[src/design/ccsds_ti_pkg.sv]
// ----------------------------------------------------------------------------
// CCSDS turbo interleaver address - package
// Widths, frame-size tables and the per-stage tag type.
// ----------------------------------------------------------------------------
package ccsds_ti_pkg;

    localparam int POS_W       = 14;
    localparam int SIZE_W      = 2;
    localparam int HALF_W      = POS_W - 1;
    localparam int K2_W        = 11;
    localparam int COL_W       = 11;
    localparam int PRIME_W     = 6;
    localparam int PROD_W      = 17;
    localparam int RECIP_W     = 13;
    localparam int RECIP_SHIFT = 20;
    localparam int Q_W         = 6;
    localparam int REM_W       = K2_W + 1;

    localparam logic [POS_W-1:0] FRAME_LEN_MAX = POS_W'(8920);

    localparam logic [SIZE_W-1:0] SIZE_1784 = 2'd0;
    localparam logic [SIZE_W-1:0] SIZE_3568 = 2'd1;
    localparam logic [SIZE_W-1:0] SIZE_7136 = 2'd2;
    localparam logic [SIZE_W-1:0] SIZE_8920 = 2'd3;

    localparam logic [PROD_W-1:0] PARITY_OFFSET = PROD_W'(21);

    typedef logic [POS_W-1:0]  pos_t;
    typedef logic [SIZE_W-1:0] size_t;

    // side information that travels with each request
    typedef struct packed {
        logic [1:0] t;
        logic       m;
        logic       oor;
    } tag_t;

    function automatic logic [K2_W-1:0] k2_of(input size_t sel);
        logic [K2_W-1:0] k2;
        case (sel)
            SIZE_1784: k2 = K2_W'(223);
            SIZE_3568: k2 = K2_W'(446);
            SIZE_7136: k2 = K2_W'(892);
            SIZE_8920: k2 = K2_W'(1115);
            default:   k2 = K2_W'(223);
        endcase
        return k2;
    endfunction

    // floor(2^RECIP_SHIFT / k2)
    function automatic logic [RECIP_W-1:0] recip_of(input size_t sel);
        logic [RECIP_W-1:0] r;
        case (sel)
            SIZE_1784: r = RECIP_W'(4702);
            SIZE_3568: r = RECIP_W'(2351);
            SIZE_7136: r = RECIP_W'(1175);
            SIZE_8920: r = RECIP_W'(940);
            default:   r = RECIP_W'(4702);
        endcase
        return r;
    endfunction

    // t = (19*row + 1) mod 4
    function automatic logic [1:0] t_of_row(input logic [1:0] row);
        logic [1:0] t;
        case (row)
            2'd0:    t = 2'd1;
            2'd1:    t = 2'd0;
            2'd2:    t = 2'd3;
            2'd3:    t = 2'd2;
            default: t = 2'd1;
        endcase
        return t;
    endfunction

    function automatic logic [PRIME_W-1:0] prime_of(input logic [1:0] t);
        logic [PRIME_W-1:0] p;
        case (t)
            2'd0:    p = PRIME_W'(31);
            2'd1:    p = PRIME_W'(37);
            2'd2:    p = PRIME_W'(43);
            2'd3:    p = PRIME_W'(47);
            default: p = PRIME_W'(31);
        endcase
        return p;
    endfunction

endpackage

[src/design/ccsds_turbo_interleaver_address.sv]
// ----------------------------------------------------------------------------
// CCSDS turbo interleaver address generator
// Pipeline stages from accepted request to out_valid: decompose, multiply,
// reciprocal multiply, subtract, reduce; throughput one request per cycle unless out_ready stalls it.
// Reset clears every stage valid bit and sets the frame size to 1784.
// ----------------------------------------------------------------------------
module ccsds_turbo_interleaver_address (
    input  logic                clk,
    input  logic                rst_n,
    input  logic                cfg_we,
    input  ccsds_ti_pkg::size_t cfg_wdata,
    input  logic                in_valid,
    output logic                in_ready,
    input  ccsds_ti_pkg::pos_t  position,
    output logic                out_valid,
    input  logic                out_ready,
    output ccsds_ti_pkg::pos_t  permuted_position,
    output logic                out_of_range
);
    import ccsds_ti_pkg::*;

    size_t size_select_reg;

    logic [K2_W-1:0]    k2;
    logic [RECIP_W-1:0] recip;

    // stage valid bits and ready chain
    logic v1_reg, v2_reg, v3_reg, v4_reg, v5_reg;
    logic rdy1, rdy2, rdy3, rdy4, rdy5;

    // stage 1: split into row, column, parity
    logic [HALF_W-1:0] half_idx;
    logic [HALF_W-1:0] k2x1, k2x2, k2x3, row_base;
    logic [1:0]        row;
    tag_t              tag1_next, tag1_reg;
    logic [COL_W-1:0]  col_next, col_reg;

    // stage 2: prime multiply
    logic [PROD_W-1:0] prod_next, prod2_reg;
    tag_t              tag2_reg;

    // stage 3: quotient estimate
    logic [RECIP_W+PROD_W-1:0] qfull;
    logic [Q_W-1:0]            q_next, q_reg;
    logic [PROD_W-1:0]         prod3_reg;
    tag_t                      tag3_reg;

    // stage 4: raw remainder
    logic [PROD_W-1:0] qk2;
    logic [PROD_W-1:0] rem_full;
    logic [REM_W-1:0]  rem_next, rem_reg;
    tag_t              tag4_reg;

    // stage 5: corrected remainder and final address
    logic [REM_W-1:0] rem_fix;
    logic [COL_W-1:0] c_val;
    pos_t             perm_next, perm_reg;
    logic             oor_reg;

    assign k2    = k2_of(size_select_reg);
    assign recip = recip_of(size_select_reg);

    assign rdy5     = !v5_reg || out_ready;
    assign rdy4     = !v4_reg || rdy5;
    assign rdy3     = !v3_reg || rdy4;
    assign rdy2     = !v2_reg || rdy3;
    assign rdy1     = !v1_reg || rdy2;
    assign in_ready = rdy1;

    always_comb
    begin
        half_idx = position[POS_W-1:1];
        k2x1     = HALF_W'(k2);
        k2x2     = HALF_W'({k2, 1'b0});
        k2x3     = k2x2 + k2x1;
        if (half_idx >= k2x3)
        begin
            row = 2'd3;
        end
        else if (half_idx >= k2x2)
        begin
            row = 2'd2;
        end
        else if (half_idx >= k2x1)
        begin
            row = 2'd1;
        end
        else
        begin
            row = 2'd0;
        end
        case (row)
            2'd0:    row_base = '0;
            2'd1:    row_base = k2x1;
            2'd2:    row_base = k2x2;
            2'd3:    row_base = k2x3;
            default: row_base = '0;
        endcase
        col_next      = COL_W'(half_idx - row_base);
        tag1_next.t   = t_of_row(row);
        tag1_next.m   = position[0];
        tag1_next.oor = (position >= POS_W'({k2, 3'b000}));
    end

    assign prod_next = PROD_W'(prime_of(tag1_reg.t)) * PROD_W'(col_reg)
                     + (tag1_reg.m ? PARITY_OFFSET : '0);

    assign qfull  = prod2_reg * recip;
    assign q_next = qfull[RECIP_SHIFT+Q_W-1:RECIP_SHIFT];

    // estimate is exact or one low, so the remainder stays below 2*k2
    assign qk2      = PROD_W'(q_reg) * PROD_W'(k2);
    assign rem_full = prod3_reg - qk2;
    assign rem_next = rem_full[REM_W-1:0];

    always_comb
    begin
        rem_fix = (rem_reg >= REM_W'(k2)) ? (rem_reg - REM_W'(k2)) : rem_reg;
        c_val   = rem_fix[COL_W-1:0];
        // 8*c + 2*t + 1 - m packs as {c, t, ~m}
        if (tag4_reg.oor)
        begin
            perm_next = '0;
        end
        else
        begin
            perm_next = {c_val, tag4_reg.t, ~tag4_reg.m};
        end
    end

    always_ff @(posedge clk or negedge rst_n)
    begin
        if (!rst_n)
        begin
            size_select_reg <= SIZE_1784;
            v1_reg          <= 1'b0;
            v2_reg          <= 1'b0;
            v3_reg          <= 1'b0;
            v4_reg          <= 1'b0;
            v5_reg          <= 1'b0;
        end
        else
        begin
            if (cfg_we)
            begin
                size_select_reg <= cfg_wdata;
            end
            if (rdy1) v1_reg <= in_valid;
            if (rdy2) v2_reg <= v1_reg;
            if (rdy3) v3_reg <= v2_reg;
            if (rdy4) v4_reg <= v3_reg;
            if (rdy5) v5_reg <= v4_reg;
        end
    end

    always_ff @(posedge clk)
    begin
        if (rdy1 && in_valid)
        begin
            col_reg  <= col_next;
            tag1_reg <= tag1_next;
        end
        if (rdy2 && v1_reg)
        begin
            prod2_reg <= prod_next;
            tag2_reg  <= tag1_reg;
        end
        if (rdy3 && v2_reg)
        begin
            q_reg     <= q_next;
            prod3_reg <= prod2_reg;
            tag3_reg  <= tag2_reg;
        end
        if (rdy4 && v3_reg)
        begin
            rem_reg  <= rem_next;
            tag4_reg <= tag3_reg;
        end
        if (rdy5 && v4_reg)
        begin
            perm_reg <= perm_next;
            oor_reg  <= tag4_reg.oor;
        end
    end

    assign out_valid         = v5_reg;
    assign permuted_position = perm_reg;
    assign out_of_range      = oor_reg;

endmodule

[config.mk]
export PLATFORM = sky130hd
export DESIGN_NAME = ccsds_turbo_interleaver_address
export DESIGN_NICKNAME = d
export VERILOG_FILES = /design/src/design/ccsds_ti_pkg.sv /design/src/design/ccsds_turbo_interleaver_address.sv
export SDC_FILE = /design/constraint.sdc
export NUM_CORES = 1
export LEC_CHECK = 0
export BUFFER_PORTS_ARGS = -buffer_cell sky130_fd_sc_hd__buf_2
export CAP_MARGIN = 0
export CORE_ASPECT_RATIO = 1.25
export CORE_MARGIN = 2
export CORE_UTILIZATION = 60
export DETAILED_ROUTE_END_ITERATION = 12
export PLACE_DENSITY_LB_ADDON = 0.12
export SETUP_SLACK_MARGIN = 0.5
export SLEW_MARGIN = 20
export SYNTH_ARGS = -nofsm -noshare
export SYNTH_HDL_FRONTEND = slang
export SYNTH_SLANG_ARGS = --single-unit
[constraint.sdc]
create_clock -name clk -period 8 [get_ports clk]
set_input_delay 0.4 -clock clk [delete_from_list [all_inputs] [get_ports clk]]
set_output_delay 0.4 -clock clk [all_outputs]
set_load 0.005 [all_outputs]
# Word-level counts from Yosys, hierarchy flattened
# Cells that the tools add are included.
[word_totals] regBits=96 input_bits=21 output_inout_bits=17 word_cells=76
[classes] n_addsub=5 mul=3 n_lt_le_gt_ge=5 eq_ne=9 mux=10 bitwise_logic=1 n_reduce_logical=18
[ops] op="11-bit case mux with 4 select lines" n=2
[ops] op="13-bit case mux with 4 select lines" n=1
[ops] op="17-bit by 13-bit multiplier with 26-bit output" n=1
[ops] op="6-bit case mux with 4 select lines" n=1
[ops] op="11-bit subtractor" n=2
[ops] op="17-bit by 5-bit adder with 17-bit output" n=1
[ops] op="6-bit by 11-bit multiplier with 17-bit output" n=1
[ops] op="14-bit >= comparator" n=1
[ops] op="12-bit by 11-bit adder with 13-bit output" n=1
[ops] op="13-bit by 11-bit >= comparator with 1-bit output" n=1
[ops] op="13-bit by 12-bit >= comparator with 1-bit output" n=1
[ops] op="13-bit >= comparator" n=1
[ops] op="2-bit == test, second input constant" n=6
[ops] op="12-bit by 11-bit >= comparator with 1-bit output" n=1
[ops] op="6-bit by 11-bit multiplier with 12-bit output" n=1
[ops] op="12-bit subtractor" n=1
[ops] op="11-bit two-way mux" n=1
[ops] op="2-bit case mux with 4 select lines" n=1
[ops] op="2-bit by 1-bit == test with 1-bit output, second input constant" n=3
[ops] op="2-bit zero test" n=3
[ops] op="1-bit logical AND" n=5
[ops] op="1-bit zero test" n=5
[ops] op="1-bit logical OR" n=5
[ops] op="5-bit two-way mux" n=1
[ops] op="other kinds (3)" n=4

# Longest topological paths before layout
# Gate-level depths: netlist (run 1).
[logic_depth] depth_word=9 mapped_depth=27 ltp_nobuf=25

# Worst setup path before layout (run 1)
# No wires, ideal clock.
[synth_path] path_kind="register to register" start="register size_select_reg[0]" end="register q_reg[5], data pin" setup_ns=0.260 arrival_time_ns=6.874 required_ns=7.740 slack_ns=0.866 stages_incl_launch_ff=25 n_path_buf=3 synth_period_minus_slack_ns=7.134 cell_sequence="dfrtp_1 > inv_1 > clkbuf_1 > ha_1 > clkbuf_1 > clkinv_1 > clkbuf_1 > nand2_1 > fa_1 > fa_1 > fa_1 > inv_1 > fa_1 > inv_1 > fa_1 > inv_1 > ha_1 > and2_4 > a221o_1 > a2111oi_2 > o31a_1 > nor3b_2 > a311o_2 > o31ai_4 > xnor2_1"
[synth_via] elab_chain_cells=3 elab_cells_between_ends=6 cone_classes="mul: 1; eq/ne: 3; mux: 1; reduce/logical: 1"
[synth_lines] element="start: declaration" line_no="ccsds_turbo_interleaver_address.sv:22" text="size_t size_select_reg;"
[synth_lines] element="start signal: assignment" line_no="ccsds_turbo_interleaver_address.sv:146" text="size_select_reg <= cfg_wdata;"
[synth_lines] element="2-bit == test, or another cell as far along" line_no="ccsds_ti_pkg.sv:53" text="case (sel)"
[synth_lines] element="13-bit case mux with 4 select lines (*)" line_no="ccsds_ti_pkg.sv:53"
[synth_lines] element="17-bit by 13-bit multiplier with 26-bit output (*)" line_no="ccsds_turbo_interleaver_address.sv:108" text="assign qfull = prod2_reg * recip;"
[synth_lines] element="via qfull[25]" line_no="ccsds_turbo_interleaver_address.sv:43" text="logic [RECIP_W+PROD_W-1:0] qfull;"
[synth_lines] element="end signal: assignment" line_no="ccsds_turbo_interleaver_address.sv:170" text="q_reg <= q_next;"
[synth_lines] element="end: declaration" line_no="ccsds_turbo_interleaver_address.sv:44" text="logic [Q_W-1:0] q_next, q_reg;"
# The timed path passes the listed nets; every way through them passes the cells marked *. The select of a mux whose other input is x is not followed.
# A chain may end at the register's enable or synchronous reset.

# Worst setup path in the final report (run 1)
# Same ends and word-level chain as after synthesis.

==> summary.txt, run 1 <==
=====================================================================================
Status .................................................................    completed
Placed wire-length estimate after detailed placement ...................     25100 um
Overflow left after global routing .....................................            0
Type of the most critical hold path .................................... input pin to flop
Area used by sequential logic in the layout ............................   2848 sq um
Number of inserted filler cells in the final layout ....................         1986
Number of DRC markers in iteration 0 ...................................          459
Nets@finish ............................................................         1923
FF+latch count, synth ..................................................           96
Achievable clock frequency .............................................    143.2 MHz
H-tree depth ...........................................................            3
Multiplexer area fraction after synthesis ..............................      0.9412%
MaxCap Viol Count ......................................................            0
Number of different library cells in the post-synthesis netlist ........           67
Number of standard-cell rows in the floorplan ..........................           63
Via count of the routed design .........................................         9956
Number of remaining DRC errors .........................................            0
Library cell used as clock root buffer .................................    clkbuf_16
Compound-cell area share of the yosys netlist ..........................       6.914%
Clock buffer count from CTS ............................................            9
Post-synthesis share of cell area spent on and, or, nand and nor gates .       13.39%
Die Outline Area .......................................................  25640 sq um
Share of final-layout standard cells stronger than drive strength 1 ....       5.823%
Top Metal Used .........................................................         met5
CTS clock-pin slew for the worst setup and hold paths ..................      0.08 ns
Number of nets with antenna violations after detailed routing ..........            0
Worst setup slack for register-to-register paths .......................      1.02 ns
Cell repeated most along the worst path ................................        inv_1
Crit end category ......................................................         flop
# setup viols final ....................................................            0
Tightest slew margin relative to the limit .............................       32.90%
Share of the clock period used by the worst path .......................       87.31%
Worst Setup Start Kind .................................................         flop
CP arrival .............................................................      7.09 ns
Die boundary width .....................................................     143.6 um
Routability Congestion .................................................       0.9299
Met3 routed wirelength .................................................      1323 um
Utilization after layout ...............................................       65.08%
Starting Density .......................................................       61.43%
Total core area ........................................................  23810 sq um
Via count of the first global-routing pass .............................        10800
CP Data Required Time ..................................................      8.10 ns
Adder and majority cell fraction of the synthesized area ...............       46.94%
Clock latency on the worst-skew pair ...................................      0.37 ns
Cell area after synthesis ..............................................  14620 sq um
Xor and xnor fraction of the mapped netlist area .......................       3.833%
Cell-by-cell listing of the critical path .............................. inv_1, ha_1, buf_4, inv_1, nor2_1, inv_1, fa_1, fa_1, fa_1, inv_1, fa_1, inv_1, fa_1, inv_1, ha_1, and2_4, a221o_1, a2111oi_2, o31a_1, nor3b_2, a311o_2, o31ai_4, xnor2_1
Antenna Diode Count ....................................................            0
Number of flip-flops under the largest register name ...................           17
Vertical die dimension .................................................     178.5 um
Number of buffers on the longest clock path ............................            2
Multi-input logic area .................................................  10540 sq um
Highest net fanout along the worst path ................................           19
WL final ...............................................................     30750 um
Number of endpoints with negative hold slack in the final report .......            0
Area growth from synthesis to final layout .............................       5.947%
Final number of max-transition violations ..............................            0
Worst setup skew after layout ..........................................   0.01491 ns
Dominant synthesized flop cell .........................................     edfxtp_1
Number of flops mapped to enable cells by yosys ........................           89
Number of warning messages in the yosys log ............................            0
WL met1 ................................................................     12360 um
Largest net degree at the start of global routing ......................           45
Num Clock Sinks ........................................................           96
WL per Instance ........................................................     16.91 um
Crit-path max cell delay ...............................................      0.53 ns
Setup repair bufs after CTS ............................................            0
Number of antenna violations at the first check in global routing ......            1
Final critical path time including I/O delays and setup ................     6.985 ns
Final total negative setup slack .......................................         0 ns
Wire length of the first global-routing pass ...........................     52750 um
Met2 layer wire length in the routed design ............................     16040 um
Share of async-settable or async-resettable flops after synthesis ......       7.292%
Critical setup path kind ............................................... flop to flop
Per-instance average area after synthesis ..............................  9.961 sq um
Post-Syn Instances .....................................................         1468
Main combinational cell family by area after synthesis .................  adder cells
Critical-path cell with the highest stage delay ........................         fa_1
Port buffer count ......................................................           37
Setup repair after global routing missed its margin ....................        false
Portion of the post-synthesis area used by sequential elements .........       19.47%
Clock tree from TritonCTS ..............................................         done
Top-level port count ...................................................           38
Worst-Margin Slew ......................................................     1.007 ns
First-pass detailed-route iteration total ..............................            5
Vias/cell ..............................................................        5.473
Total routing usage reported by global routing .........................       26.62%
=====================================================================================
## worst paths after layout
kind / startpoint / endpoint / cells after the start
max in group asynchronous: rst_n / size_select_reg[0] / 2
setup reg to reg: size_select_reg[0] / q_reg[5] / 23
hold / removal: in_valid / v1_reg / 2
hold reg to reg: tag3_reg[0] / tag4_reg[0] / 0
min in group asynchronous: rst_n / out_valid / 2
setup / recovery: size_select_reg[0] / q_reg[5] / 23
## logic make-up (layout without fill, tap and decap cells)
| logic type | Yosys count | after routing |
|---|---|---|
| other | 1 | 2 |
| AND/OR/NAND/NOR | 399 | 399 |
| XOR/XNOR | 64 | 64 |
| flip-flops | 96 | 96 |
| adder cells (fa/ha/maj) | 413 | 413 |
| buffers and inverters | 330 | 355 |
| multiplexers | 13 | 13 |
| AO/OA/AOI/OAI | 152 | 152 |
## worst max-delay path: cells and delay by family, from the launching register on
| kind | cells | cell delay (ns) |
|---|---|---|
| buf+inv | 7 | 1.02 |
| fa+ha+maj | 7 | 3.04 |
| simple gates | 3 | 0.45 |
| flops | 1 | 0.38 |
| xor+xnor | 1 | 0.10 |
| compound gates | 5 | 1.74 |
## routing by layer
layer / GRT usage (%) / up-vias
met5: 0 / -
li1: - / 4706
met2: 48.13 / 234
met4: 9.436 / 2
met3: 2.819 / 65
met1: 32.97 / 4949
## stage by stage
step / hold slack [ns] / cell area [sq um] / cells / worst slack (ns)
3_3_place_gp: 0.2674 / 15160 / 1802 / 1.220
4_1_cts: 0.2212 / 15490 / 1819 / 1.027
3_5_place_dp: 0.2712 / 15160 / 1802 / 1.038
6_report: 0.2300 / 15490 / 1819 / 1.015
2_1_floorplan: 0.1044 / 14630 / 1469 / 0.8658
5_1_grt: 0.2249 / 15490 / 1819 / 0.6400
## cell usage in the layout (no fill, tap or decap), types with 3 or more instances in the layout
master	synthesis	layout
fa_1	226	226
buf_4	0	15
a21o_1	16	16
dfrtp_1	7	7
ha_1	187	187
mux2_2	6	6
clkbuf_16	0	9
o21bai_1	3	3
nand3_1	11	11
buf_2	1	37
nor2_1	93	92
nor3_1	8	8
xor2_1	14	14
o21a_1	7	7
mux2i_1	7	7
o21ai_0	34	34
xnor2_1	50	50
a21oi_1	41	41
nor4_1	5	5
nand2b_1	17	17
nor2b_1	56	56
a31oi_1	10	10
edfxtp_1	89	89
inv_1	284	284
o22ai_1	4	4
and3_1	3	3
nand4_1	5	5
a211oi_1	4	4
and2_1	72	71
nand2_1	119	119
## synthesized netlist by cell type, types with 3 or more instances
cell	count	area, sq um
a211oi_1	4	30.03
a21o_1	16	120.1
a21oi_1	41	205.2
a31oi_1	10	62.56
and2_1	72	450.4
and3_1	3	18.77
clkbuf_1	42	157.7
dfrtp_1	7	175.2
edfxtp_1	89	2673
fa_1	226	4524
ha_1	187	2340
inv_1	284	1066
mux2_2	6	67.56
mux2i_1	7	70.07
nand2_1	119	446.7
nand2b_1	17	106.4
nand3_1	11	55.05
nand4_1	5	31.28
nor2_1	93	349.1
nor2b_1	56	350.3
nor3_1	8	40.04
nor4_1	5	31.28
o21a_1	7	52.55
o21ai_0	34	170.2
o21bai_1	3	22.52
o22ai_1	4	25.02
xnor2_1	50	437.9
xor2_1	14	122.6
## cell type report
cell class / count / area share, %
clock buffer: 9 / 1.454
timing repair buffer: 53 / 1.987
sequential: 96 / 18.38
inverter: 286 / 6.929
clock inverter: 7 / 0.5734
multi-input combinational: 1043 / 68.05
tap: 325 / 2.625
## timing repair
action / CTS / global route
hold buffers: 1 / 0
hold endpoints to repair: 7 / 0
resized for setup: 0 / 0
Power of run 1 is not shown: default switching activity piles up to over one toggle a cycle in this logic, so the estimate is an artifact.
==> run 2, diff against run 1 <==
- CORE_UTILIZATION: 60 -> 25
==> run 2 against run 1 <==
Effect of this change:
- maximum frequency rose by 1.4%
- global-route usage fell by 13 points
- count of clock-buffer cells in the layout did not move
- non-clock buffer count rose by 3
- sequential share of layout area fell by 0.62 points
==> summary.txt, run 2 (synthesized netlist as in run 1, its figures left out) <==
==================================================================================
Status ..............................................................    completed
Cell-by-cell listing of the critical path ........................... buf_4, ha_1, inv_1, nor2_1, fa_1, fa_1, fa_1, fa_1, inv_1, fa_1, inv_1, ha_1, and3_1, a221o_1, a211oi_2, o31a_1, nor3b_2, a311o_2, o31ai_4, xnor2_1
MaxCap Viol Count ...................................................            0   unchanged
Hold endpoint .......................................................  tag1_reg[1]
Worst Setup Start Kind ..............................................         flop
Number of DRC markers in iteration 0 ................................          431   -6.1%
Number of buffers on the longest clock path .........................            2   unchanged
Number of endpoints with negative hold slack in the final report ....            0   unchanged
Nets@finish .........................................................         1926   +0.16%
Vertical die dimension ..............................................     274.4 um   +54%
Clock tree from TritonCTS ...........................................         done
Via count of the first global-routing pass ..........................        10900   +0.93%
Worst setup skew after layout .......................................   0.01226 ns   -0.002650 ns
Startpoint of the lowest-slack register-to-register path ............ size_select_reg[0]
Most common library cell in the layout ignoring fill and taps .......        inv_1
Final number of max-transition violations ...........................            0   unchanged
Highest net fanout along the worst path .............................           28   +9
Post-detailed-placement cell area ...................................  15730 sq um   +3.7%
Wire length of the first global-routing pass ........................     62070 um   +18%
Total routing usage reported by global routing ......................       13.52%   -13 points
Starting Density ....................................................       25.17%   -36 points
Reg2Reg Depth .......................................................           20   -13%
Library cell used as clock root buffer ..............................    clkbuf_16
Routability Congestion ..............................................       0.7499   -19%
Setup repair after global routing missed its margin .................        false
Crit-path max cell delay ............................................      0.65 ns   +0.12 ns
Number of nets with antenna violations after detailed routing .......            0   unchanged
Final non-filler cell area ..........................................  16040 sq um   +3.5%
Overflow left after global routing ..................................            0   unchanged
CTS clock-pin slew for the worst setup and hold paths ...............      0.08 ns   about the same
Top-level port count ................................................           38   unchanged
Type of the most critical hold path ................................. input pin to flop
Die Outline Area ....................................................  60450 sq um   +140%
CP arrival ..........................................................      7.00 ns   -0.09 ns
Antenna Diode Count .................................................            0   unchanged
Share of final-layout standard cells stronger than drive strength 1 .       6.146%   +0.32 points
Clock latency on the worst-skew pair ................................      0.36 ns   about the same
Final total negative setup slack ....................................         0 ns   unchanged
Number of flip-flops under the largest register name ................           17   unchanged
Highest-count cells in the layout ignoring fill and taps ............ inv_1 (284), fa_1 (226), ha_1 (186), nand2_1 (119), nor2_1 (92)
Achievable clock frequency ..........................................    145.2 MHz   +1.4%
Buffer and inverter count on the worst path .........................            4   -3
Number of remaining DRC errors ......................................            0   unchanged
Reg-to-Reg End ......................................................     q_reg[5]
Die boundary width ..................................................     220.3 um   +53%
Setup repair bufs after CTS .........................................            0   unchanged
First-pass detailed-route iteration total ...........................            4   -1
Final critical path time including I/O delays and setup .............     6.887 ns   -0.09769 ns
Area growth from synthesis to final layout ..........................       9.660%
Largest net degree at the start of global routing ...................           35   -22%
Worst setup slack for register-to-register paths ....................      1.11 ns   +0.10 ns
CP Data Required Time ...............................................      8.11 ns   about the same
Tightest slew margin relative to the limit ..........................       45.53%   +13 points
Via count of the routed design ......................................         9714   -2.4%
Vias/cell ...........................................................        4.310   -21%
Critical setup path kind ............................................ flop to flop
Clock buffer count from CTS .........................................            9   unchanged
Crit path max-delay family ..........................................  adder cells
WL final ............................................................     38130 um   +24%
Post-CTS resize count ...............................................            0   unchanged
# setup viols final .................................................            0   unchanged
Total core area .....................................................  58090 sq um   +140%
H-tree depth ........................................................            3   unchanged
Crit end category ...................................................         flop
Critical-path cell with the highest stage delay .....................         ha_1
Hold WS .............................................................    0.2226 ns   -0.007340 ns
Number of antenna violations at the first check in global routing ...            0   -1
Startpoint of the tightest hold check path ..........................  position[0]
Stages on the worst setup path ......................................           20   -13%
Hold-fix buffers, CTS ...............................................            1   unchanged
Hold depth ..........................................................            1   -1
Port buffer count ...................................................           37   unchanged
Placed wire-length estimate after detailed placement ................     30900 um   +23%
Cell repeated most along the worst path .............................         fa_1
Worst-Margin Slew ...................................................    0.8170 ns   -0.1895 ns
Share of the clock period used by the worst path ....................       86.09%   -1.2 points
Number of standard-cell rows in the floorplan .......................           99   +57%
WL per Instance .....................................................     16.92 um   about the same
Num Clock Sinks .....................................................           96   unchanged
==================================================================================
==> run 2: changes by cell type in the layout (fill, tap and decap cells not counted) <==
| cell | change |
|---|---|
| and2_1 | -1 |
| and2_2 | +1 |
| buf_4 | +3 |
| clkinv_2 | +1 |
| clkinv_8 | -1 |
| clkinvlp_4 | +2 |
| ha_1 | -1 |
| ha_2 | +1 |
| inv_12 | -1 |
| inv_8 | -1 |
==> run 2: worst max path at each step <==
stage	startpoint	endpoint	slack (ns)
after floorplan	size_select_reg[0]	q_reg[5]	0.87
after global placement	size_select_reg[0]	q_reg[5]	1.13
after detailed placement	size_select_reg[0]	q_reg[5]	1.06
after CTS	size_select_reg[0]	q_reg[5]	1.00
after global routing	size_select_reg[0]	q_reg[4]	0.81
final	size_select_reg[0]	q_reg[5]	1.11
==> run 2: metrics by stage <==
step	utilization [%]	std cells	worst slack, ns
2_1_floorplan	-	1469	0.8658
3_3_place_gp	27.08	2237	1.130
3_5_place_dp	27.08	2237	1.055
4_1_cts	27.59	2254	1.000
5_1_grt	27.60	2254	0.8057
6_report	27.60	2254	1.113
==> run 2: layout make-up <==
cell class,count,area (sq um)
Clock inverter,7,65.06
Timing Repair Buffer,56,330.3
Multi-Input combinational cell,1043,10550
Clock buffer,9,225.2
Inverter,286,1074
Fill cell,6140,42060
Sequential cell,96,2848
Tap cell,757,947.2
==> run 2: per-layer routing <==
layer	part of all wire [%]	GRT usage (%)	vias to the layer above
met1	44	16.69	4927
met5	0	0	-
met2	54	25.75	56
met4	0.69	1.660	0
li1	-	-	4715
met3	1.3	1.309	16
Power of run 2 is left out for the same reason.
==> run 3, diff against run 2 <==
- clock period: 8 -> 7.1 ns (I/O delays scaled with it)
==> run 3 against run 2 <==
Effect of this change:
- worst hold slack got worse by 0.041 ns
- register-to-register slack worse by 0.39 ns
- setup slack worse by 0.39 ns
- first-iteration DRC count down 0.70%
- clock skew fell by 0.0020 ns
- sequential share of layout area is 0.42 points lower
- non-clock buffer count increased by 28
- die area unchanged
- via count up 2.0%
- largest cell class unchanged
==> summary.txt, run 3 (synthesized netlist as in run 1, its figures left out) <==
==================================================================================
Worst setup skew after layout .......................................   0.01029 ns   -0.001963 ns
Number of DRC markers in iteration 0 ................................          428   -0.70%
Achievable clock frequency ..........................................    156.9 MHz   +8.1%
Utilization after layout ............................................       28.29%   +0.69 points
Clock latency on the worst-skew pair ................................      0.36 ns   about the same
First-pass detailed-route iteration total ...........................            4   unchanged
Share of the clock period used by the worst path ....................       89.76%   +3.7 points
Number of standard-cell rows in the floorplan .......................           99   unchanged
Number of flip-flops under the largest register name ................           17   unchanged
Crit-path max cell delay ............................................      0.54 ns   -0.11 ns
Setup repair after global routing missed its margin .................        false
Antenna Diode Count .................................................            0   unchanged
Number of endpoints with negative hold slack in the final report ....            0   unchanged
Cell repeated most along the worst path .............................         fa_1
Most common library cell in the layout ignoring fill and taps .......        inv_1
Startpoint of the lowest-slack register-to-register path ............ size_select_reg[0]
Placed wire-length estimate after detailed placement ................     31910 um   +3.3%
Highest net fanout along the worst path .............................            4   -86%
Area growth from synthesis to final layout ..........................       12.40%
Worst-Margin Slew ...................................................    0.8746 ns   +0.05757 ns
Starting Density ....................................................       25.17%   unchanged
Die boundary width ..................................................     220.3 um   unchanged
Worst Setup Start Kind ..............................................         flop
Highest-count cells in the layout ignoring fill and taps ............ inv_1 (281), fa_1 (224), ha_1 (183), nand2_1 (119), nor2_1 (90)
Vias/cell ...........................................................        4.342   +0.76%
H-tree depth ........................................................            3   unchanged
Final total negative setup slack ....................................         0 ns   unchanged
MaxCap Viol Count ...................................................            0   unchanged
Clock tree from TritonCTS ...........................................         done
Via count of the routed design ......................................         9909   +2.0%
Library cell used as clock root buffer ..............................    clkbuf_16
Number of nets with antenna violations after detailed routing .......            0   unchanged
Number of antenna violations at the first check in global routing ...            0   unchanged
CTS clock-pin slew for the worst setup and hold paths ...............      0.08 ns   about the same
Share of final-layout standard cells stronger than drive strength 1 .       8.721%   +2.6 points
Num Clock Sinks .....................................................           96   unchanged
Via count of the first global-routing pass ..........................        11170   +2.4%
Nets@finish .........................................................         1954   +1.5%
Top-level port count ................................................           38   unchanged
Wire length of the first global-routing pass ........................     63310 um   +2.0%
Critical-path cell with the highest stage delay .....................         fa_1
Port buffer count ...................................................           37   unchanged
Critical setup path kind ............................................ flop to flop
Final critical path time including I/O delays and setup .............     6.373 ns   -0.5140 ns
WL per Instance .....................................................     17.28 um   +2.2%
Clock buffer count from CTS .........................................            9   unchanged
Largest net degree at the start of global routing ...................           45   +29%
Cell-by-cell listing of the critical path ........................... clkinvlp_4, ha_4, clkinvlp_4, buf_6, buf_12, nand2_1, fa_1, inv_1, fa_1, fa_1, fa_1, inv_1, fa_1, inv_1, ha_1, and3_1, a221o_1, a211oi_2, o31a_1, nor3b_4, a311o_2, o31ai_4, xnor2_1
WL final ............................................................     39440 um   +3.4%
Final number of max-transition violations ...........................            0   unchanged
Total routing usage reported by global routing ......................       13.82%   +0.30 points
Total core area .....................................................  58090 sq um   unchanged
Crit end category ...................................................         flop
Die Outline Area ....................................................  60450 sq um   unchanged
Type of the most critical hold path ................................. input pin to flop
Startpoint of the tightest hold check path ..........................  position[0]
# setup viols final .................................................            0   unchanged
Critical path startpoint ............................................ size_select_reg[0]
Overflow left after global routing ..................................            0   unchanged
Number of remaining DRC errors ......................................            0   unchanged
CP arrival ..........................................................      6.48 ns   -0.52 ns
Number of buffers on the longest clock path .........................            2   unchanged
Vertical die dimension ..............................................     274.4 um   unchanged
Status ..............................................................    completed
Routability Congestion ..............................................       0.7778   +3.7%
CP Data Required Time ...............................................      7.21 ns   -0.90 ns
Tightest slew margin relative to the limit ..........................       41.70%   -3.8 points
==================================================================================
run 3: critical path, delay by kind of cell, from the launching register on:
kind	cells	cell delay, ns
adder cells (fa/ha/maj)	7	3.03
AO/OA/AOI/OAI	5	1.53
buffers and inverters	7	0.67
AND/OR/NAND/NOR	3	0.34
flip-flops	1	0.42
XOR/XNOR	1	0.11
run 3: path summary, 6_finish.rpt:
path	to	slack [ns]	cells past startpoint
min reg2reg	tag4_reg[0]	0.42	0
min	tag1_reg[1]	0.18	1
max reg2reg	q_reg[5]	0.73	23
min in group asynchronous	out_valid	0.39	2
max in group asynchronous	size_select_reg[0]	6.48	2
max	q_reg[5]	0.73	23
run 3: timing repair:
action | CTS | global route
setup buffers | 2 | 13
endpoints found under the hold margin | 7 | 0
setup endpoints to repair | 3 | 3
pin swaps | 1 | 14
gates resized for setup | 8 | 23
cloned | 0 | 2
hold buffers | 1 | 0
run 3: metrics by stage:
stage / instance area (sq um) / instances / worst slack, ns / hold slack (ns)
floorplan: 14640 / 1469 / 0.5522 / 0.05941
global placement: 15830 / 2248 / 0.4507 / 0.2325
detailed placement: 15830 / 2248 / 0.3234 / 0.2414
CTS: 16180 / 2267 / 0.5134 / 0.1606
global route: 16440 / 2282 / 0.4826 / 0.1626
finish: 16440 / 2282 / 0.7272 / 0.1814
run 3: final cells by class:
type	count	area, sq um
Clock buffer	10	229.0
Clock inverter	6	57.56
Fill cell	6156	41660
Inverter	286	1085
Multi-Input combinational cell	1043	10630
Sequential cell	96	2850
Tap cell	757	947.2
Timing Repair Buffer	84	636.9
run 3: per-layer routing:
metal	GRT usage [%]	up-vias	part of all wire, %
met1	16.71	5035	43
met2	26.41	88	55
li1	-	4767	-
met5	0	-	0
met4	2.490	0	0.97
met3	1.298	19	1.6
Power of run 3 is left out for the same reason.
